==> config.mk <==
export PLATFORM = sky130hd
export DESIGN_NAME = stream_find_replace_top
export DESIGN_NICKNAME = d
export VERILOG_FILES = /design/src/rtl/sfr_pkg.sv /design/src/rtl/sfr_ctrl.sv /design/src/rtl/sfr_datapath.sv /design/src/rtl/stream_find_replace_top.sv
export SDC_FILE = /design/constraint.sdc
export NUM_CORES = 1
export LEC_CHECK = 0
export BUFFER_PORTS_ARGS = -buffer_cell sky130_fd_sc_hd__buf_2
export CORE_MARGIN = 2
export CORE_UTILIZATION = 45
export DETAILED_ROUTE_END_ITERATION = 6
export GPL_TIMING_DRIVEN = 0
export REMOVE_ABC_BUFFERS = 1
export SLEW_MARGIN = 0
export SYNTH_ARGS = -nofsm -noshare
export SYNTH_HDL_FRONTEND = slang
export SYNTH_SLANG_ARGS = --single-unit
==> constraint.sdc <==
create_clock -name clk -period 7.2 [get_ports clk]
set_input_delay 0.72 -clock clk [delete_from_list [all_inputs] [get_ports clk]]
set_output_delay 0.72 -clock clk [all_outputs]
set_load 0.01 [all_outputs]
==> src/rtl/sfr_pkg.sv <==
// Shared types and constants for the stream find-and-replace block.
// No dependencies; imported by sfr_ctrl, sfr_datapath and the top level.
`default_nettype none

package sfr_pkg;

  localparam int unsigned MAX_PATTERN     = 8;
  localparam int unsigned MAX_REPLACEMENT = 8;
  localparam logic [7:0]  NEWLINE_BYTE    = 8'h0A;

  // Configuration register indexes
  typedef enum logic [1:0] {
    REG_PATTERN_BYTES      = 2'd0,
    REG_PATTERN_LENGTH     = 2'd1,
    REG_REPLACEMENT_BYTES  = 2'd2,
    REG_REPLACEMENT_LENGTH = 2'd3
  } sfr_reg_t;

  typedef enum logic [1:0] {
    ST_IDLE,
    ST_SEARCH,
    ST_EMIT
  } sfr_state_t;

  // Controller to datapath
  typedef struct packed {
    logic load;    // take the accepted item
    logic search;  // test one start position
    logic emit;    // load the next result into the output register
    logic finish;  // commit the held-prefix count
  } sfr_cmd_t;

  // Datapath to controller
  typedef struct packed {
    logic search_done;
    logic total_zero;
    logic emit_last;
    logic out_free;
  } sfr_status_t;

endpackage

`default_nettype wire

==> src/rtl/sfr_ctrl.sv <==
// Sequencer for the stream find-and-replace block: load, search, emit.
// Depends on sfr_pkg.
`default_nettype none

module sfr_ctrl (
  input  wire                 clk,
  input  wire                 rst,
  input  wire                 in_fire,
  output logic                in_ready,
  input  sfr_pkg::sfr_status_t status,
  output sfr_pkg::sfr_cmd_t    cmd
);
  import sfr_pkg::*;

  sfr_state_t state, state_next;

  always_ff @(posedge clk) begin
    if (rst) begin
      state <= ST_IDLE;
    end else begin
      state <= state_next;
    end
  end

  always_comb begin
    state_next = state;
    cmd        = '0;
    in_ready   = 1'b0;
    unique case (state)
      ST_IDLE: begin
        in_ready = 1'b1;
        if (in_fire) begin
          cmd.load   = 1'b1;
          state_next = ST_SEARCH;
        end
      end
      ST_SEARCH: begin
        cmd.search = 1'b1;
        if (status.search_done) state_next = ST_EMIT;
      end
      ST_EMIT: begin
        if (status.total_zero) begin
          cmd.finish = 1'b1;
          state_next = ST_IDLE;
        end else if (status.out_free) begin
          cmd.emit = 1'b1;
          if (status.emit_last) begin
            cmd.finish = 1'b1;
            state_next = ST_IDLE;
          end
        end
      end
      default: state_next = ST_IDLE;
    endcase
  end

endmodule

`default_nettype wire

==> src/rtl/sfr_datapath.sv <==
// Datapath: config registers, held-prefix state, start-position search,
// result sequencing and the output register. Depends on sfr_pkg.
`default_nettype none

module sfr_datapath (
  input  wire                  clk,
  input  wire                  rst,
  input  wire                  cfg_we,
  input  wire  [1:0]           cfg_index,
  input  wire  [63:0]          cfg_data,
  input  wire  [7:0]           data_byte,
  input  wire                  end_of_stream,
  input  sfr_pkg::sfr_cmd_t    cmd,
  output sfr_pkg::sfr_status_t status,
  output logic [7:0]           out_byte,
  output logic                 run_last,
  output logic                 stream_last,
  output logic                 out_valid,
  input  wire                  out_ready
);
  import sfr_pkg::*;

  logic [63:0] pat_bytes, rep_bytes;
  logic [3:0]  pat_len_raw, rep_len_raw;
  logic [3:0]  plen, rlen;

  logic [7:0]  byte_r;
  logic        eos_r;
  logic [3:0]  m_r;       // held prefix length for this item
  logic [3:0]  start;     // candidate start, ends as the emitted prefix count
  logic [3:0]  m_new;
  logic        full_r;
  logic [3:0]  matched;   // kept across items
  logic [4:0]  k;         // result index within the item

  logic [3:0]  n, cand_len, m_clamp;
  logic        cand_ok, is_nl;
  logic [4:0]  pre_cnt, rep_cnt, tail_cnt, total, pre_rep;
  logic [4:0]  rel_rep, rel_tail;
  logic [7:0]  emit_byte;

  function automatic logic [3:0] clamp_len(logic [3:0] len, logic [3:0] cap);
    logic [3:0] r;
    if (len == 4'd0)    r = 4'd1;
    else if (len > cap) r = cap;
    else                r = len;
    return r;
  endfunction

  function automatic logic [7:0] byte_of(logic [63:0] w, logic [2:0] i);
    return w[{i, 3'b000} +: 8];
  endfunction

  // held pattern bytes followed by the new byte
  function automatic logic [7:0] buf_byte(logic [3:0] j, logic [3:0] m,
                                          logic [63:0] p, logic [7:0] b);
    logic [7:0] r;
    if (j < m) r = byte_of(p, j[2:0]);
    else       r = b;
    return r;
  endfunction

  assign plen    = clamp_len(pat_len_raw, 4'(MAX_PATTERN));
  assign rlen    = clamp_len(rep_len_raw, 4'(MAX_REPLACEMENT));
  assign m_clamp = (matched >= plen) ? plen - 4'd1 : matched;

  assign n        = m_r + 4'd1;
  assign cand_len = n - start;
  assign is_nl    = (byte_r == NEWLINE_BYTE);

  // one candidate start per cycle: compare the tail against the pattern head
  always_comb begin
    cand_ok = 1'b1;
    for (int i = 0; i < MAX_PATTERN; i++) begin
      if ((4'(i) < cand_len) &&
          (buf_byte(start + 4'(i), m_r, pat_bytes, byte_r) != byte_of(pat_bytes, 3'(i))))
        cand_ok = 1'b0;
    end
  end

  // result sequence: unmatched prefix, replacement, end-of-stream flush
  assign pre_cnt  = {1'b0, start};
  assign rep_cnt  = full_r ? {1'b0, rlen} : 5'd0;
  assign tail_cnt = eos_r ? {1'b0, m_new} : 5'd0;
  assign pre_rep  = pre_cnt + rep_cnt;
  assign total    = pre_rep + tail_cnt;
  assign rel_rep  = k - pre_cnt;
  assign rel_tail = k - pre_rep;

  always_comb begin
    if (k < pre_cnt)      emit_byte = buf_byte(k[3:0], m_r, pat_bytes, byte_r);
    else if (k < pre_rep) emit_byte = byte_of(rep_bytes, rel_rep[2:0]);
    else                  emit_byte = byte_of(pat_bytes, rel_tail[2:0]);
  end

  assign status.search_done = is_nl || cand_ok || (start == m_r);
  assign status.total_zero  = (total == 5'd0);
  assign status.emit_last   = (k == total - 5'd1);
  assign status.out_free    = !out_valid || out_ready;

  always_ff @(posedge clk) begin
    if (rst) begin
      pat_bytes   <= '0;
      pat_len_raw <= 4'd1;
      rep_bytes   <= '0;
      rep_len_raw <= 4'd1;
    end else if (cfg_we) begin
      unique case (sfr_reg_t'(cfg_index))
        REG_PATTERN_BYTES:      pat_bytes   <= cfg_data;
        REG_PATTERN_LENGTH:     pat_len_raw <= cfg_data[3:0];
        REG_REPLACEMENT_BYTES:  rep_bytes   <= cfg_data;
        REG_REPLACEMENT_LENGTH: rep_len_raw <= cfg_data[3:0];
        default: ;
      endcase
    end
  end

  always_ff @(posedge clk) begin
    if (rst) begin
      matched <= '0;
    end else if (cmd.finish) begin
      matched <= eos_r ? 4'd0 : m_new;
    end
  end

  always_ff @(posedge clk) begin
    if (cmd.load) begin
      byte_r <= data_byte;
      eos_r  <= end_of_stream;
      m_r    <= m_clamp;
      start  <= '0;
      k      <= '0;
    end else if (cmd.search) begin
      if (is_nl) begin
        start  <= n;
        m_new  <= '0;
        full_r <= 1'b0;
      end else if (cand_ok) begin
        full_r <= (cand_len == plen);
        m_new  <= (cand_len == plen) ? 4'd0 : cand_len;
      end else if (start == m_r) begin
        start  <= n;
        m_new  <= '0;
        full_r <= 1'b0;
      end else begin
        start <= start + 4'd1;
      end
    end else if (cmd.emit) begin
      k <= k + 5'd1;
    end
  end

  always_ff @(posedge clk) begin
    if (rst) begin
      out_valid <= 1'b0;
    end else if (cmd.emit) begin
      out_valid <= 1'b1;
    end else if (out_ready) begin
      out_valid <= 1'b0;
    end
  end

  always_ff @(posedge clk) begin
    if (cmd.emit) begin
      out_byte    <= emit_byte;
      run_last    <= status.emit_last;
      stream_last <= status.emit_last && eos_r;
    end
  end

endmodule

`default_nettype wire

==> src/rtl/stream_find_replace_top.sv <==
// Top level of the stream find-and-replace block.
// Depends on sfr_pkg, sfr_ctrl and sfr_datapath.
//
// Usage:
//   Input channel (in_valid/in_ready) carries one text byte per item plus
//   end_of_stream on the final byte. Output channel (out_valid/out_ready)
//   carries rewritten bytes; run_last marks the last byte caused by an
//   input item, stream_last the final byte of the whole output.
//   An input byte that may begin a match is held back and yields nothing
//   until the match completes (replacement bytes go out) or fails (held
//   bytes go out unchanged). Newline passes through and cancels a partial
//   match. end_of_stream flushes any held bytes.
// Flow:
//   One item at a time. An item is loaded, then the search unit tries one
//   start position per cycle (1 to pattern length, only one for a newline),
//   then the result bytes (1 to 8) go out one per cycle while the output
//   register is free; an item that yields nothing goes straight to idle.
//   The output register lets the next item be taken while the final
//   result of the previous one waits.
// Reset: rst (synchronous) clears the held-prefix count, drops any pending
//   output and restores pattern/replacement to one zero byte each.
// Stall: when out_ready is low the emit sequence pauses; no bytes lost.
// Config: cfg_we writes cfg_data to register cfg_index; write only idle.
`default_nettype none

module stream_find_replace_top (
  input  wire         clk,
  input  wire         rst,
  input  wire         cfg_we,
  input  wire  [1:0]  cfg_index,
  input  wire  [63:0] cfg_data,
  input  wire         in_valid,
  output logic        in_ready,
  input  wire  [7:0]  data_byte,
  input  wire         end_of_stream,
  output logic        out_valid,
  input  wire         out_ready,
  output logic [7:0]  out_byte,
  output logic        run_last,
  output logic        stream_last
);
  import sfr_pkg::*;

  sfr_cmd_t    cmd;
  sfr_status_t status;
  logic        in_fire;

  assign in_fire = in_valid && in_ready;

  sfr_ctrl u_ctrl (
    .clk      (clk),
    .rst      (rst),
    .in_fire  (in_fire),
    .in_ready (in_ready),
    .status   (status),
    .cmd      (cmd)
  );

  sfr_datapath u_dp (
    .clk           (clk),
    .rst           (rst),
    .cfg_we        (cfg_we),
    .cfg_index     (cfg_index),
    .cfg_data      (cfg_data),
    .data_byte     (data_byte),
    .end_of_stream (end_of_stream),
    .cmd           (cmd),
    .status        (status),
    .out_byte      (out_byte),
    .run_last      (run_last),
    .stream_last   (stream_last),
    .out_valid     (out_valid),
    .out_ready     (out_ready)
  );

endmodule

`default_nettype wire

==> summary.txt <==
Status
  • Outcome: finished clean

Placed design
  • Dpl cell area: between 15,000 and 20,000 µm²
  • Routability Congestion: approximately 0.98
  • Place WS: -0.338 ns
  • Dpl hpwl: 33.1 mm
  • IO Port Bufs: 91

Clock network
  • Worst-path clk slew: 0.07 ns
  • CTS max path bufs: 2
  • Clk Latency, worst-skew pair: roughly 0.46 ns
  • CTS tree: done
  • Clk sinks: 180
  • Inserted Clock Buffers: 17
  • Clock Root Buffer: clkbuf_16
  • CTS H-Tree Depth: 4
  • Hold Buf Count CTS: 0

Synth
  • Syn Inst Count: approximately 1.7k
  • Post-Synth Simple-Gate Area: between 10% and 20%
  • Netlist cell types: around 80
  • Largest family of logic cells by synthesized area: multiplexers
  • Avg Inst Size Synth: around 8.9 µm²
  • Yosys reg bits: 180
  • Adder-cell share of the synthesized area: around 5.7%
  • Post-synth top flop: dfxtp_1
  • Yosys Warn Count: 0
  • Post-synth EDFFs: 28
  • Synth Area in Compound Gates: around 14%
  • Post-synthesis xor/xnor area fraction: about 6.3%
  • Synth Cell Area: ~15,000 µm²
  • Async SR Flop Fraction: 0%
  • Sequential area share after synthesis: a little over a quarter
  • Mux cell area share after synthesis: between 20% and 30%

Power and ir drop
  • Leakage power: about 5.9 nW
  • Total power: between 0.006 and 0.007 W
  • Power Dens Cells: 379 nW/µm²
  • Gate power share: just over 60%
  • Max IR drop VDD: 0.244 mV
  • Reg power frac: between 20% and 30%
  • Cell Int Power: between 0.003 and 0.004 W
  • Sw Pwr: 0.00289 W
  • Sw Ratio: between 40% and 50%
  • Clk pwr share: about 16%

Routing
  • Vias per cell: a little over 6
  • Post-DRT Antenna Nets: 0
  • Detailed Routing Iterations Pass 1: 5
  • Initial drt markers: about 1.2k
  • Routed WL per cell: between 20 and 25 µm
  • Routed vias: 12.7k
  • DRC: 0
  • WL final: about 48 mm

Worst setup path
  • CP top delay family: simple AND/OR/NAND/NOR gates
  • Worst-path cell chain: inv_1, ha_2, xnor2_4, inv_1, ha_1, or3_1, a21oi_2, mux2i_1, xnor2_1, or4_1, o21ai_0, nand4_1, or2_1, a21oi_1
  • Worst path required time: ~7.3 ns
  • Cell mode on critical path: inv_1
  • Endpoint class of the critical path: flip-flop
  • CP max stage delay: around 0.72 ns
  • Arrival time worst endpoint: about 7.0 ns
  • Slowest CP cell: dfxtp_4
  • Buf/Inv on CP: 2
  • CP Launch Type: flip-flop
  • Worst Path Max Fanout: 31
  • Setup CP Type: reg2reg

Cells and area
  • Nets@finish: between 1.5k and 2k
  • FF+latch area: 3900 µm²
  • Ant. Diodes: 0
  • Cell area after layout: between 15,000 and 20,000 µm²
  • Area delta synth->final: 8.15%
  • FILL cells: ~3.2k
  • Most frequent cells in the layout: nand2_1 (322), a21oi_1 (166), dfxtp_1 (147)
  • Share of layout cells above drive strength 1: a little under a fifth
  • Commonest non-fill, non-tap cell in the layout: nand2_1
  • Area of the multi-input gates: 10,200 µm²

Global route
  • First-pass GRT wire length: roughly 73 mm
  • GRT Resource Usage Total: between 20% and 30%
  • Vias in the first global route: approximately 12k
  • Initial antenna violation count: 1
  • Pin count of the biggest net entering global routing: 90
  • Remaining Overflow, GRT: 0

STA
  • Final period util: 96.4%
  • Clock skew: 0.0101 ns
  • Fmax: between 100 and 150 MHz
  • Final Hold Viols: 0
  • PnR worst setup slack: approximately 0.26 ns
  • Setup TNS: 0 ns
  • Final Max Slew Viols: 0
  • RSZ-0062 raised after global routing: no
  • Fin crit period: about 6.9 ns
  • Setup violations, final: 0
  • Slew @ Worst Pin: 1.46 ns
  • Slew headroom: 2.05%
  • Worst hold margin: ~0.44 ns

Floorplanning
  • Die Area: 34,600 µm²
  • Core area: between 30,000 and 40,000 µm²
  • Die Y: around 190 µm
  • Starting Density: between 40% and 50%
  • Row cnt: 66
  • Die width: roughly 190 µm
  • I/O pins: 92

Run
  • Max_cap viols: 0

Hold path
  • Worst hold path class: in2reg
-- registers in the layout, summed over array words and instances (netlist names), 5 cells and up --
name / flops
u_dp.pat_bytes: 64
u_dp.k: 5
u_dp.byte_r: 8
u_dp.out_byte: 8
u_dp.rep_bytes: 64
-- cells in the mapped netlist (4+ instances only) --
library cell | instances | share of area, %
o31ai_1 | 4 | 0.20
mux2_2 | 27 | 2.0
and2_1 | 15 | 0.63
or3_1 | 18 | 0.76
o311ai_0 | 5 | 0.29
nor3_1 | 10 | 0.34
and3_1 | 5 | 0.21
a31oi_1 | 4 | 0.17
o211ai_1 | 11 | 0.55
dfxtp_1 | 152 | 20
buf_2 | 19 | 0.64
a2111oi_0 | 6 | 0.35
mux2i_1 | 122 | 8.2
a21oi_1 | 168 | 5.6
or2_2 | 5 | 0.21
clkbuf_1 | 117 | 2.9
ha_1 | 58 | 4.9
nand3_1 | 10 | 0.34
fa_1 | 5 | 0.67
a211o_1 | 14 | 0.82
a22oi_1 | 5 | 0.25
edfxtp_1 | 28 | 5.6
and2_0 | 4 | 0.17
xnor2_1 | 46 | 2.7
nand4_1 | 16 | 0.67
nor4_1 | 10 | 0.42
inv_1 | 40 | 1.0
o21a_1 | 8 | 0.40
o21ai_0 | 40 | 1.3
nor2b_1 | 12 | 0.50
xor2_1 | 57 | 3.4
o22ai_1 | 30 | 1.3
nand3b_1 | 5 | 0.25
nand2_1 | 322 | 8.1
nor2_1 | 44 | 1.1
mux4_2 | 109 | 16
buf_1 | 29 | 0.73
or3b_2 | 4 | 0.24
nand2b_1 | 11 | 0.46
a21o_1 | 10 | 0.50
-- metal layers --
metal | wire length [µm] | vias to the layer above | track usage [%]
met5 | 0 | - | 0
met4 | 1940 | 0 | 11.6
met3 | 3100 | 76 | 5.15
met2 | 21800 | 480 | 43.9
met1 | 20900 | 6295 | 38.6
li1 | - | 5891 | -
-- final cells by class --
class / count / share of cell area [%]
multi-input cells: 1268 / 63.3
repair buffers: 106 / 4.46
clock inverters: 9 / 0.567
inverters: 42 / 0.979
flip-flops and latches: 180 / 24.2
clock buffers: 23 / 3.11
well taps: 442 / 3.43
-- per-stage QoR --
stage | utilization (%) | std cells
after global routing | 49.5 | 2070
after global placement | 46.6 | 2023
after floorplan | - | 1490
after CTS | 49.4 | 2069
final | 49.5 | 2070
after detailed placement | 47.5 | 2036
-- cells by family after synthesis --
logic type / count (synthesis)
mux: 259
flops: 180
buf+inv: 216
simple gates: 507
compound gates: 332
xor+xnor: 105
fa+ha+maj: 65
-- path summary, 6_finish.rpt --
kind | start | to | slack [ns] | depth (start not counted)
setup / recovery | u_dp.start[1] | u_dp.m_new[2] | 0.26 | 14
hold / removal | data_byte[2] | u_dp.byte_r[2] | 0.44 | 1
hold reg to reg | u_dp.rep_bytes[53] | u_dp.rep_bytes[53] | 0.46 | 2
setup reg to reg | u_dp.start[1] | u_dp.m_new[2] | 0.26 | 14
-- worst register-to-register path, stage by stage (launching register included) --
cell     delay [ns]
dfxtp_4        0.72
inv_1          0.53
ha_2           0.37
xnor2_4        0.52
inv_1          0.53
ha_1           0.38
or3_1          0.37
a21oi_2        0.71
mux2i_1        0.31
xnor2_1        0.16
or4_1          0.59
o21ai_0        0.18
nand4_1        0.31
or2_1          0.44
a21oi_1        0.48
-- repair_timing --
item / CTS / global route
cloned: 0 / 0
pin swaps: 0 / 0
buffers inserted: 1 / 1
endpoints found under the setup margin: 5 / 5
resized for setup: 2 / 0
-- power by group through the flow --
stage	combinational [W]	clock, W	sequential [W]
final	0.00379	0.000954	0.00136
after global routing	0.00403	0.00102	0.00138
after CTS	0.00369	0.000978	0.00138
after detailed placement	0.00364	0	0.00142
after global placement	0.00353	0	0.00141
after floorplan	0.00251	0	0.00131
Note: power is estimated with default switching activity, not from simulation.
